`config.mk`:
```
export PLATFORM = sky130hd
export DESIGN_NAME = backlight_level_controller_flat
export DESIGN_NICKNAME = d
export VERILOG_FILES = /design/src/sv/bllc_pkg.sv /design/src/sv/bllc_if.sv /design/src/sv/backlight_level_controller.sv /design/src/sv/bllc_cfg.sv /design/src/sv/bllc_step.sv /design/src/flat_wrapper.sv
export SDC_FILE = /design/constraint.sdc
export NUM_CORES = 1
export LEC_CHECK = 0
export BUFFER_PORTS_ARGS = -buffer_cell sky130_fd_sc_hd__buf_2
export CORE_ASPECT_RATIO = 0.9
export CORE_UTILIZATION = 43
export CTS_CLUSTER_DIAMETER = 200
export DETAILED_ROUTE_END_ITERATION = 7
export MAX_ROUTING_LAYER = met4
export PLACE_DENSITY = 0.62
export SYNTH_ARGS = -nofsm -noshare
export SYNTH_HDL_FRONTEND = slang
export SYNTH_SLANG_ARGS = --single-unit
```
`constraint.sdc`:
```
create_clock -name clk_i -period 5.42 [get_ports clk_i]
set_clock_uncertainty 0.15 [all_clocks]
set_input_delay 0.542 -clock clk_i [delete_from_list [all_inputs] [get_ports clk_i]]
set_output_delay 0.542 -clock clk_i [all_outputs]
set_load 0.03 [all_outputs]
```
`src/sv/bllc_pkg.sv`:
```
// Types, constants and register codes of the backlight level controller.
package bllc_pkg;

  localparam int LevelW    = 8;
  localparam int TimeoutW  = 16;
  localparam int TypeW     = 5;
  localparam int CodeW     = 10;
  localparam int ValueW    = 2;
  localparam int CfgIdxW   = 2;
  localparam int CfgDataW  = 16;

  localparam logic OpEvent = 1'b0;
  localparam logic OpTick  = 1'b1;

  localparam logic [TypeW-1:0] EvTypeKey    = 5'd1;
  localparam logic [TypeW-1:0] EvTypeSwitch = 5'd5;

  localparam logic [CodeW-1:0] CodeIllumUp     = 10'd230;
  localparam logic [CodeW-1:0] CodeIllumDown   = 10'd229;
  localparam logic [CodeW-1:0] CodeIllumToggle = 10'd228;
  localparam logic [CodeW-1:0] CodeLid         = 10'd0;

  localparam logic [LevelW-1:0]   MaxLevelRst    = 8'd255;
  localparam logic [TimeoutW-1:0] IdleTimeoutRst = 16'd15;

  typedef enum logic [CfgIdxW-1:0] {
    CfgMaxLevel    = 2'd0,
    CfgIdleTimeout = 2'd1,
    CfgLidEnable   = 2'd2
  } cfg_idx_e;

  typedef struct packed {
    logic [LevelW-1:0]   max_level;
    logic [TimeoutW-1:0] idle_timeout;
    logic                lid_enable;
  } cfg_t;

  typedef struct packed {
    logic              operation;
    logic [TypeW-1:0]  event_type;
    logic [CodeW-1:0]  event_code;
    logic [ValueW-1:0] event_value;
  } in_item_t;

  typedef struct packed {
    logic [LevelW-1:0] level;
    logic              changed;
    logic [LevelW-1:0] remembered_level;
  } out_item_t;

endpackage

```
`src/sv/bllc_if.sv`:
```
// Handshake interfaces for the input, result and configuration channels.
interface bllc_in_if;
  import bllc_pkg::*;
  logic              valid;
  logic              ready;
  logic              operation;
  logic [TypeW-1:0]  event_type;
  logic [CodeW-1:0]  event_code;
  logic [ValueW-1:0] event_value;

  modport source (output valid, output operation, output event_type, output event_code,
                  output event_value, input ready);
  modport sink (input valid, input operation, input event_type, input event_code,
                input event_value, output ready);
endinterface

interface bllc_out_if;
  import bllc_pkg::*;
  logic              valid;
  logic              ready;
  logic [LevelW-1:0] level;
  logic              changed;
  logic [LevelW-1:0] remembered_level;

  modport source (output valid, output level, output changed, output remembered_level,
                  input ready);
  modport sink (input valid, input level, input changed, input remembered_level,
                output ready);
endinterface

interface bllc_cfg_if;
  import bllc_pkg::*;
  logic                valid;
  logic                ready;
  logic [CfgIdxW-1:0]  index;
  logic [CfgDataW-1:0] data;

  modport source (output valid, output index, output data, input ready);
  modport sink (input valid, input index, input data, output ready);
endinterface

```
`src/sv/backlight_level_controller.sv`:
```
// Top level of the keyboard backlight level controller.
//
//   Channel  Direction  Carries
//   in_i     sink       operation, event_type, event_code, event_value
//   out_o    source     level, changed, remembered_level
//   cfg_i    sink       index, data (max_level, idle_timeout, lid_enable)
//
// An item is held in the input register and is evaluated against the state when it
// advances, which loads its result into the output register.
// A new item is accepted every cycle while the result is not stalled.
// Reset clears the level, the remembered level and the idle counter, and loads the
// register defaults. A stalled result holds the output register and backs up the
// input register; configuration writes are taken in every cycle.
module backlight_level_controller (
  input  logic       clk_i,
  input  logic       rst_ni,
  bllc_in_if.sink    in_i,
  bllc_out_if.source out_o,
  bllc_cfg_if.sink   cfg_i
);
  import bllc_pkg::*;

  cfg_t      cfg;
  in_item_t  in_q;
  logic      in_valid_q;
  out_item_t out_q, result;
  logic      out_valid_q;
  logic      advance;

  assign advance  = in_valid_q && (!out_valid_q || out_o.ready);
  assign in_i.ready = !in_valid_q || advance;

  always_ff @(posedge clk_i or negedge rst_ni) begin
    if (!rst_ni) begin
      in_valid_q <= 1'b0;
    end else if (in_i.ready) begin
      in_valid_q <= in_i.valid;
    end
  end

  always_ff @(posedge clk_i) begin
    if (in_i.valid && in_i.ready) begin
      in_q.operation   <= in_i.operation;
      in_q.event_type  <= in_i.event_type;
      in_q.event_code  <= in_i.event_code;
      in_q.event_value <= in_i.event_value;
    end
  end

  bllc_cfg u_cfg (
    .clk_i (clk_i),
    .rst_ni(rst_ni),
    .cfg_i (cfg_i),
    .cfg_o (cfg)
  );

  bllc_step u_step (
    .clk_i   (clk_i),
    .rst_ni  (rst_ni),
    .step_i  (advance),
    .item_i  (in_q),
    .cfg_i   (cfg),
    .result_o(result)
  );

  always_ff @(posedge clk_i or negedge rst_ni) begin
    if (!rst_ni) begin
      out_valid_q <= 1'b0;
    end else if (advance) begin
      out_valid_q <= 1'b1;
    end else if (out_o.ready) begin
      out_valid_q <= 1'b0;
    end
  end

  always_ff @(posedge clk_i) begin
    if (advance) begin
      out_q <= result;
    end
  end

  assign out_o.valid            = out_valid_q;
  assign out_o.level            = out_q.level;
  assign out_o.changed          = out_q.changed;
  assign out_o.remembered_level = out_q.remembered_level;
endmodule

```
`src/sv/bllc_cfg.sv`:
```
// Configuration register file of the backlight level controller.
module bllc_cfg (
  input  logic            clk_i,
  input  logic            rst_ni,
  bllc_cfg_if.sink        cfg_i,
  output bllc_pkg::cfg_t  cfg_o
);
  import bllc_pkg::*;

  cfg_t cfg_q, cfg_d;

  assign cfg_i.ready = 1'b1;

  always_comb begin
    cfg_d = cfg_q;
    if (cfg_i.valid) begin
      case (cfg_idx_e'(cfg_i.index))
        CfgMaxLevel:    cfg_d.max_level    = cfg_i.data[LevelW-1:0];
        CfgIdleTimeout: cfg_d.idle_timeout = cfg_i.data[TimeoutW-1:0];
        CfgLidEnable:   cfg_d.lid_enable   = cfg_i.data[0];
        default:        cfg_d = cfg_q;
      endcase
    end
  end

  always_ff @(posedge clk_i or negedge rst_ni) begin
    if (!rst_ni) begin
      cfg_q.max_level    <= MaxLevelRst;
      cfg_q.idle_timeout <= IdleTimeoutRst;
      cfg_q.lid_enable   <= 1'b0;
    end else begin
      cfg_q <= cfg_d;
    end
  end

  assign cfg_o = cfg_q;
endmodule

```
`src/sv/bllc_step.sv`:
```
// Level, remembered level and idle counter with their update for one item.
module bllc_step (
  input  logic                clk_i,
  input  logic                rst_ni,
  input  logic                step_i,
  input  bllc_pkg::in_item_t  item_i,
  input  bllc_pkg::cfg_t      cfg_i,
  output bllc_pkg::out_item_t result_o
);
  import bllc_pkg::*;

  logic [LevelW-1:0]   applied_q, applied_d;
  logic [LevelW-1:0]   saved_q, saved_d;
  logic [TimeoutW-1:0] idle_q, idle_d;
  logic [TimeoutW:0]   idle_next;
  logic                key_press;
  logic                lid_event;

  assign key_press = (item_i.event_type == EvTypeKey) && (item_i.event_value != '0);
  assign lid_event = cfg_i.lid_enable && (item_i.event_type == EvTypeSwitch) &&
                     (item_i.event_code == CodeLid);
  assign idle_next = {1'b0, idle_q} + {{TimeoutW{1'b0}}, 1'b1};

  always_comb begin
    applied_d = applied_q;
    saved_d   = saved_q;
    idle_d    = idle_q;
    if (item_i.operation == OpEvent) begin
      idle_d = '0;
      if (key_press) begin
        case (item_i.event_code)
          CodeIllumUp: begin
            if (saved_q < cfg_i.max_level) saved_d = saved_q + 1'b1;
          end
          CodeIllumDown: begin
            if (saved_q != '0) saved_d = saved_q - 1'b1;
          end
          CodeIllumToggle: begin
            saved_d = (applied_q == '0) ? cfg_i.max_level : '0;
          end
          default: saved_d = saved_q;
        endcase
        applied_d = (saved_d > cfg_i.max_level) ? cfg_i.max_level : saved_d;
      end else if (lid_event) begin
        if (item_i.event_value != '0) begin
          if (applied_q != '0) saved_d = applied_q;
          applied_d = '0;
        end else begin
          applied_d = (saved_q > cfg_i.max_level) ? cfg_i.max_level : saved_q;
        end
      end
    end else begin
      // The counter reaching the timeout blanks the backlight like a lid close.
      if (idle_next >= {1'b0, cfg_i.idle_timeout}) begin
        if (applied_q != '0) saved_d = applied_q;
        applied_d = '0;
        idle_d    = '0;
      end else begin
        idle_d = idle_next[TimeoutW-1:0];
      end
    end
  end

  always_ff @(posedge clk_i or negedge rst_ni) begin
    if (!rst_ni) begin
      applied_q <= '0;
      saved_q   <= '0;
      idle_q    <= '0;
    end else if (step_i) begin
      applied_q <= applied_d;
      saved_q   <= saved_d;
      idle_q    <= idle_d;
    end
  end

  assign result_o.level            = applied_d;
  assign result_o.changed          = (applied_d != applied_q);
  assign result_o.remembered_level = saved_d;
endmodule

```
`src/flat_wrapper.sv`:
```
// flat-port wrapper written by rule: the top's interface ports become plain ports
module backlight_level_controller_flat import bllc_pkg::*;
  (clk_i, rst_ni, in_i_valid, in_i_operation, in_i_event_type, in_i_event_code, in_i_event_value, in_i_ready, out_o_valid, out_o_level, out_o_changed, out_o_remembered_level, out_o_ready, cfg_i_valid, cfg_i_index, cfg_i_data, cfg_i_ready);
  bllc_in_if in_i_i ();
  bllc_out_if out_o_i ();
  bllc_cfg_if cfg_i_i ();
  input  logic clk_i;
  input  logic rst_ni;
  input wire logic [$bits(in_i_i.valid)-1:0] in_i_valid;
  input wire logic [$bits(in_i_i.operation)-1:0] in_i_operation;
  input wire logic [$bits(in_i_i.event_type)-1:0] in_i_event_type;
  input wire logic [$bits(in_i_i.event_code)-1:0] in_i_event_code;
  input wire logic [$bits(in_i_i.event_value)-1:0] in_i_event_value;
  output wire logic [$bits(in_i_i.ready)-1:0] in_i_ready;
  output wire logic [$bits(out_o_i.valid)-1:0] out_o_valid;
  output wire logic [$bits(out_o_i.level)-1:0] out_o_level;
  output wire logic [$bits(out_o_i.changed)-1:0] out_o_changed;
  output wire logic [$bits(out_o_i.remembered_level)-1:0] out_o_remembered_level;
  input wire logic [$bits(out_o_i.ready)-1:0] out_o_ready;
  input wire logic [$bits(cfg_i_i.valid)-1:0] cfg_i_valid;
  input wire logic [$bits(cfg_i_i.index)-1:0] cfg_i_index;
  input wire logic [$bits(cfg_i_i.data)-1:0] cfg_i_data;
  output wire logic [$bits(cfg_i_i.ready)-1:0] cfg_i_ready;
  assign in_i_i.valid = in_i_valid;
  assign in_i_i.operation = in_i_operation;
  assign in_i_i.event_type = in_i_event_type;
  assign in_i_i.event_code = in_i_event_code;
  assign in_i_i.event_value = in_i_event_value;
  assign in_i_ready = in_i_i.ready;
  assign out_o_valid = out_o_i.valid;
  assign out_o_level = out_o_i.level;
  assign out_o_changed = out_o_i.changed;
  assign out_o_remembered_level = out_o_i.remembered_level;
  assign out_o_i.ready = out_o_ready;
  assign cfg_i_i.valid = cfg_i_valid;
  assign cfg_i_i.index = cfg_i_index;
  assign cfg_i_i.data = cfg_i_data;
  assign cfg_i_ready = cfg_i_i.ready;
  backlight_level_controller u_core (.clk_i(clk_i), .rst_ni(rst_ni), .in_i(in_i_i), .out_o(out_o_i), .cfg_i(cfg_i_i));
endmodule
```
Yosys cells after proc, flatten, opt, wreduce, memory -nomap -nowiden:

Index checks and enable logic that the tools add are counted.

* flip-flop bits (word level): 94
* input bits: 41
* output and inout port bits: 20
* word-level logic and storage cells: 72

* $add $sub $neg: 3
* magnitude comparators: 4
* equality and inequality tests: 8
* multiplexer cells: 23
* reductions and logical operators: 19

Operators with widths (count)
* $mux W8: 18
* $mux W16: 2
* $eq A10 B8 Y1 const B: 3
* $pmux W8 S3: 1
* $add A16 B1 Y17 const B: 1
* $ge A17 B16 Y1: 1
* $gt A8 B8 Y1: 2
* $reduce_bool A8 Y1: 2
* $logic_not A10 Y1: 1
* $add A8 B1 Y8 const B: 1
* $logic_not A8 Y1: 1
* $lt A8 B8 Y1: 1
* $ne A8 B8 Y1: 1
* $sub A8 B1 Y8 const B: 1
* $reduce_and A2 Y1: 3
* $eq A5 B1 Y1 const B: 1
* $eq A5 B3 Y1 const B: 1
* $logic_and A1 B1 Y1: 5
* $reduce_bool A2 Y1: 2
* $eq A2 B1 Y1 const B: 1
* $eq A2 B2 Y1 const B: 1
* $logic_not A1 Y1: 2
* $logic_not A2 Y1: 1
* $logic_or A1 B1 Y1: 2
* $mux W1: 2

Depth between registers and ports, before layout:

* word-level depth: 10
* gate-level depth with buffers: 21
* mapped depth without buffers: 19

By module:

A second synthesis with hierarchy kept.

* cells, all modules: 649
* area total of the unflattened synthesis: 6232.2 um^2

Modules (own cells, without submodules)
* bllc_step: times used 1, cells each 550, area each 4086.4 um^2, sequential area each 800.8 um^2
* backlight_level_controller: times used 1, cells each 43, area each 1154.9 um^2, sequential area each 1101.1 um^2
* bllc_cfg: times used 1, cells each 56, area each 991.0 um^2, sequential area each 640.6 um^2

Least setup slack after synthesis:

OpenSTA, ideal clock, no wires.

* path kind: reg-to-reg
* start: register u_core.u_step.saved_q[0]
* end: register u_core.out_q, in the netlist u_core.out_o.changed (data pin)
* library setup time: 0.272 ns
* arrival time: 4.298 ns
* data required time: 4.998 ns
* path slack: 0.700 ns
* stages on the path, launching flop included: 22
* buffers on the path: 2
* period minus slack after synthesis: 4.720 ns
* cells stage by stage: dfrtp_1 -> clkbuf_1 -> inv_1 -> ha_1 -> nor3b_1 -> and2_1 -> a221oi_1 -> a21oi_1 -> a211o_1 -> a21o_1 -> ha_1 -> nor2b_1 -> o211ai_1 -> a21oi_1 -> o31ai_1 -> buf_4 -> nor2_1 -> a2bb2o_4 -> a21oi_2 -> o2111a_1 -> nand4_1 -> or4_1

RTL lines
* start, declared: RTL line bllc_step.sv:13 `logic [LevelW-1:0] saved_q, saved_d;`
* start signal, assigned: RTL line bllc_step.sv:71 `saved_q <= saved_d;`
* end signal, assigned: RTL line backlight_level_controller.sv:78 `out_q <= result;`
* end, declared: RTL line backlight_level_controller.sv:26 `out_item_t out_q, result;`

==> impl_summary.log <==
[metrics] run status: completed
[metrics] GRT met3 Usage: 5.84%
[metrics] critical path's slowest cell: sky130_fd_sc_hd__dfstp_2
[metrics] Root Driver: sky130_fd_sc_hd__clkbuf_16
[metrics] Routed WL: 18.4 mm
[metrics] effective utilization at floorplan: 44.8%
[metrics] origin of the worst setup path: u_core.u_cfg.cfg_o[24]$_DFFE_PN1P_
[metrics] maximum achievable frequency: just under 0.2 GHz
[metrics] H-tree level count: 3
[metrics] number of enable-type register cells in the synthesized netlist: 35
[metrics] GR Util met1: 36.5%
[metrics] cell-by-cell trace of the critical path: inv_1, ha_1, a21oi_2, o21ai_4, a221oi_1, a21oi_1, a211o_1, a21o_1, ha_1, nor2b_1, o211ai_1, a21oi_1, o31ai_1, buf_4, inv_1, o31ai_1, a21oi_1, nand2_1, o211ai_1, or4_1
[metrics] Setup Total Neg Slack: 0 ps
[metrics] initial antenna violation count: 0
[metrics] Power Dens Cells: approximately 350 nW/um^2
[metrics] proportion of synthesized flip-flops having asynchronous set or reset: 62.8%
[metrics] hold-critical path endpoint: u_core.in_q[14]$_DFFE_PP_
[metrics] required time at the endpoint of the critical path: roughly 5400 ps
[metrics] delay contributed by the slowest stage of the critical path: 550 ps
[metrics] Horiz. Die Dim: 130 microns
[metrics] placeable core area: 14200 sq um
[metrics] Finished Core Util: about half
[metrics] slew at the pin with the worst max-slew slack: 967 ps
[metrics] synth unique cells: 86
[metrics] library cell occupying the most area in the post-synthesis netlist: sky130_fd_sc_hd__dfrtp_1
[metrics] netlist area before placement: 6360 sq um
[metrics] number of global-route vias before repair: approximately 5400
[metrics] diode count: 0
[metrics] DRC violation total after the first TritonRoute iteration: between 500 and 600
[metrics] max-cap check violation count: 0
[metrics] first-pass GRT wire length: 29.5 mm
[metrics] Skew-Pair Late Insertion Delay: about 350 ps
[metrics] met2 Use GR: 38.1%
[metrics] total count of max-transition violations in the final report: 0
[metrics] num rows: 41
[metrics] Hold Path Cell Cnt: 1
[metrics] number of buffers added by the clock tree synthesis step: 9
[metrics] placed instance area: about 6900 sq um
[metrics] post-layout minimum cycle time: a little over 5000 ps
[metrics] wire per inst: 19.5 microns
[metrics] ratio of final minimum period to clock period: between 90% and 100%
[metrics] relative slew slack: a little over a third
[metrics] Buffers on Ports: 59
[metrics] CP endpoint kind: flip-flop
[metrics] largest fanout on the critical path: 10
[metrics] clock-pin slew reported for the worst setup and hold paths after clock tree synthesis: ~60 ps
[metrics] CP dominant cell by count: sky130_fd_sc_hd__a21oi_1
[metrics] Layout Cells excl Fill: between 900 and 1000
[metrics] DP Wirelength: ~14 mm
[metrics] total die area: 15300 sq um
[metrics] number of standard cells after synthesis: 688
[metrics] sequential cell area fraction in the yosys report: 39.9%
[metrics] launch instance of the worst register-to-register path: u_core.u_cfg.cfg_o[24]$_DFFE_PN1P_
[metrics] routed vias: 5546
[metrics] primary flip-flop cell chosen by synthesis mapping: sky130_fd_sc_hd__dfrtp_1
[metrics] share of layout cells above drive strength 1: 23.1%
[metrics] critical path startpoint category: flip-flop
[metrics] Final Cell Area: just over 7000 sq um
[metrics] logic depth of the worst register-to-register path: 20
[metrics] number of warnings reported in the yosys synthesis log: 0
[metrics] ANT nets after route: 0
[metrics] Post-synth top cells: 108 x sky130_fd_sc_hd__nand2_1, 56 x sky130_fd_sc_hd__o21ai_0, 47 x sky130_fd_sc_hd__dfrtp_1
[metrics] reg-to-reg endpoint: u_core.out_o.changed$_DFFE_PP_
[metrics] slack of the worst reg-to-reg path: 360 ps
[metrics] clock buffer depth: 2
[metrics] remaining routing DRC violations: 0
[metrics] iteration count of the initial detailed-routing pass: 7
[metrics] net count after synthesis: 765
[metrics] Fill cells: roughly 1400
[metrics] layout overhead on the synthesized area: 14.1%
[metrics] busiest layer in global routing: met2
[metrics] ratio of routed vias to standard cells: 5.86
[metrics] Pleak: between 0.003 and 0.004 uW
[metrics] top-level I/O count: 61
[metrics] leading cell type by number of instances after synthesis: sky130_fd_sc_hd__nand2_1
[metrics] Congestion Overflow GR: 0
[metrics] Post-Syn Area per Cell: 9.25 sq um
[metrics] chip height: about 120 microns
[metrics] weighted congestion reported at the end of routability-driven placement: just under 1
[metrics] number of endpoints failing setup at the final stage: 0
[metrics] data arrival time of the critical path: 4990 ps
[metrics] peak supply drop: 184 uV
[metrics] Final nets: just over 800
[metrics] total number of clock tree sinks: 94
[metrics] flop and latch count out of synthesis: 94
[metrics] global-route usage over all layers: 26.4%
[metrics] Hold/Removal Path Class: in2reg
[metrics] pin count of the biggest net entering global routing: 54
[metrics] total count of hold-check failures in the final report: 0
[metrics] setup repair after global routing missed its margin: no
[metrics] largest cells by area after synthesis: sky130_fd_sc_hd__dfrtp_1 18%, sky130_fd_sc_hd__edfxtp_1 17%, sky130_fd_sc_hd__ha_1 7.1%
[metrics] total placed cells including tap cells: a little over 900
[metrics] TritonCTS clock tree: built
[metrics] area share of the largest cell type after synthesis: between 10% and 20%
[metrics] critical path class: reg2reg
[metrics] Worst Min Path Start: in_i_event_type[2]
cell type report:
type | count | area, sq um | share of cell area (%)
multi-input combinational | 525 | 3550 | 48.9
clock buffer | 13 | 262 | 3.60
clock inverter | 3 | 40.0 | 0.551
tap | 193 | 241 | 3.33
sequential | 94 | 2540 | 35.0
inverter | 32 | 120 | 1.65
timing repair buffer | 87 | 508 | 7.00
cell usage in the layout, fill, tap and decap left out, types with 7 or more instances in the layout:
master / netlist / routed
sky130_fd_sc_hd__nand3_1: 26 / 26
sky130_fd_sc_hd__and2_1: 7 / 7
sky130_fd_sc_hd__nand2_1: 108 / 108
sky130_fd_sc_hd__clkbuf_16: 0 / 10
sky130_fd_sc_hd__o211ai_1: 9 / 9
sky130_fd_sc_hd__mux2_2: 22 / 22
sky130_fd_sc_hd__dfstp_2: 12 / 12
sky130_fd_sc_hd__inv_1: 31 / 29
sky130_fd_sc_hd__nor2_1: 35 / 35
sky130_fd_sc_hd__a221oi_1: 9 / 9
sky130_fd_sc_hd__a21o_1: 7 / 7
sky130_fd_sc_hd__buf_4: 6 / 27
sky130_fd_sc_hd__a21oi_1: 33 / 31
sky130_fd_sc_hd__mux2i_1: 10 / 10
sky130_fd_sc_hd__nand4_1: 13 / 13
sky130_fd_sc_hd__edfxtp_1: 35 / 35
sky130_fd_sc_hd__ha_1: 36 / 36
sky130_fd_sc_hd__nand2b_1: 7 / 7
sky130_fd_sc_hd__xnor2_1: 8 / 8
sky130_fd_sc_hd__nor3_1: 8 / 8
sky130_fd_sc_hd__dfrtp_1: 47 / 47
sky130_fd_sc_hd__o21ai_0: 56 / 54
sky130_fd_sc_hd__xor2_1: 11 / 11
sky130_fd_sc_hd__buf_2: 7 / 59
kinds of logic after synthesis:
kind of cell,after synthesis,share of synthesized area [%]
AOI/OAI and AO/OA,176,18.5
and+or+nand+nor,261,21.5
muxes,32,5.47
adders and majority gates,36,7.08
other,1,0.0589
xor gates and xnor gates,19,2.61
DFF,94,39.9
buffers and inverters,69,4.86
sequential cells by signal, indices dropped and copies added (netlist names), 8 cells and up:
signal	flops
u_core.out_o.level	8
u_core.out_o.remembered_level	8
u_core.in_q	18
u_core.u_step.idle_q	16
u_core.u_cfg.cfg_o	25
u_core.u_step.saved_q	8
u_core.u_step.applied_q	8
worst max-delay path: cells and delay by family, from the launching register on:
family | cells | cell delay [ps]
compound gates | 12 | 2440
fa+ha+maj | 2 | 590
buf+inv | 3 | 420
flops | 1 | 550
simple gates | 3 | 630
layer usage:
| layer | part of all wire (%) | wire length [microns] | up-vias |
|---|---|---|---|
| li1 | - | - | 2643 |
| met1 | 47 | 8580 | 2668 |
| met2 | 45 | 8260 | 205 |
| met3 | 6.3 | 1170 | 30 |
| met4 | 2.3 | 425 | 0 |
| met5 | 0 | 0 | - |
per-stage QoR:
stage | worst slack [ps] | total power [uW] | hold WS, ps
floorplan | 700 | 1540 | 96.4
global placement | 269 | 1830 | 236
detailed placement | 196 | 1830 | 239
CTS | 177 | 2490 | 215
global route | 1.00 | 2660 | 215
finish | 359 | 2520 | 224
power breakdown:
| group | switching [uW] | internal (uW) | total [uW] | leakage (uW) |
|---|---|---|---|---|
| logic | 552 | 353 | 905 | 0.00189 |
| clock network | 262 | 385 | 647 | 0.000147 |
| registers | 103 | 861 | 964 | 0.00105 |
worst max path at each step:
stage / endpoint / slack [ps] / depth (start not counted)
finish: u_core.out_o.changed$_DFFE_PP_ / 360 / 20
global route: u_core.out_o.changed$_DFFE_PP_ / 1 / 20
CTS: u_core.out_o.changed$_DFFE_PP_ / 180 / 20
detailed placement: u_core.out_o.changed$_DFFE_PP_ / 200 / 20
global placement: u_core.out_o.changed$_DFFE_PP_ / 270 / 20
floorplan: u_core.out_o.changed$_DFFE_PP_ / 700 / 21
what timing repair did:
| item | CTS | global route |
|---|---|---|
| setup endpoints to repair | 0 | 1 |
| hold endpoints to repair | 4 | 0 |
| buffers inserted | 0 | 2 |
| gates resized for setup | 0 | 12 |
| hold buffers | 1 | 0 |
No activity file was read; power rests on OpenSTA's default activity.
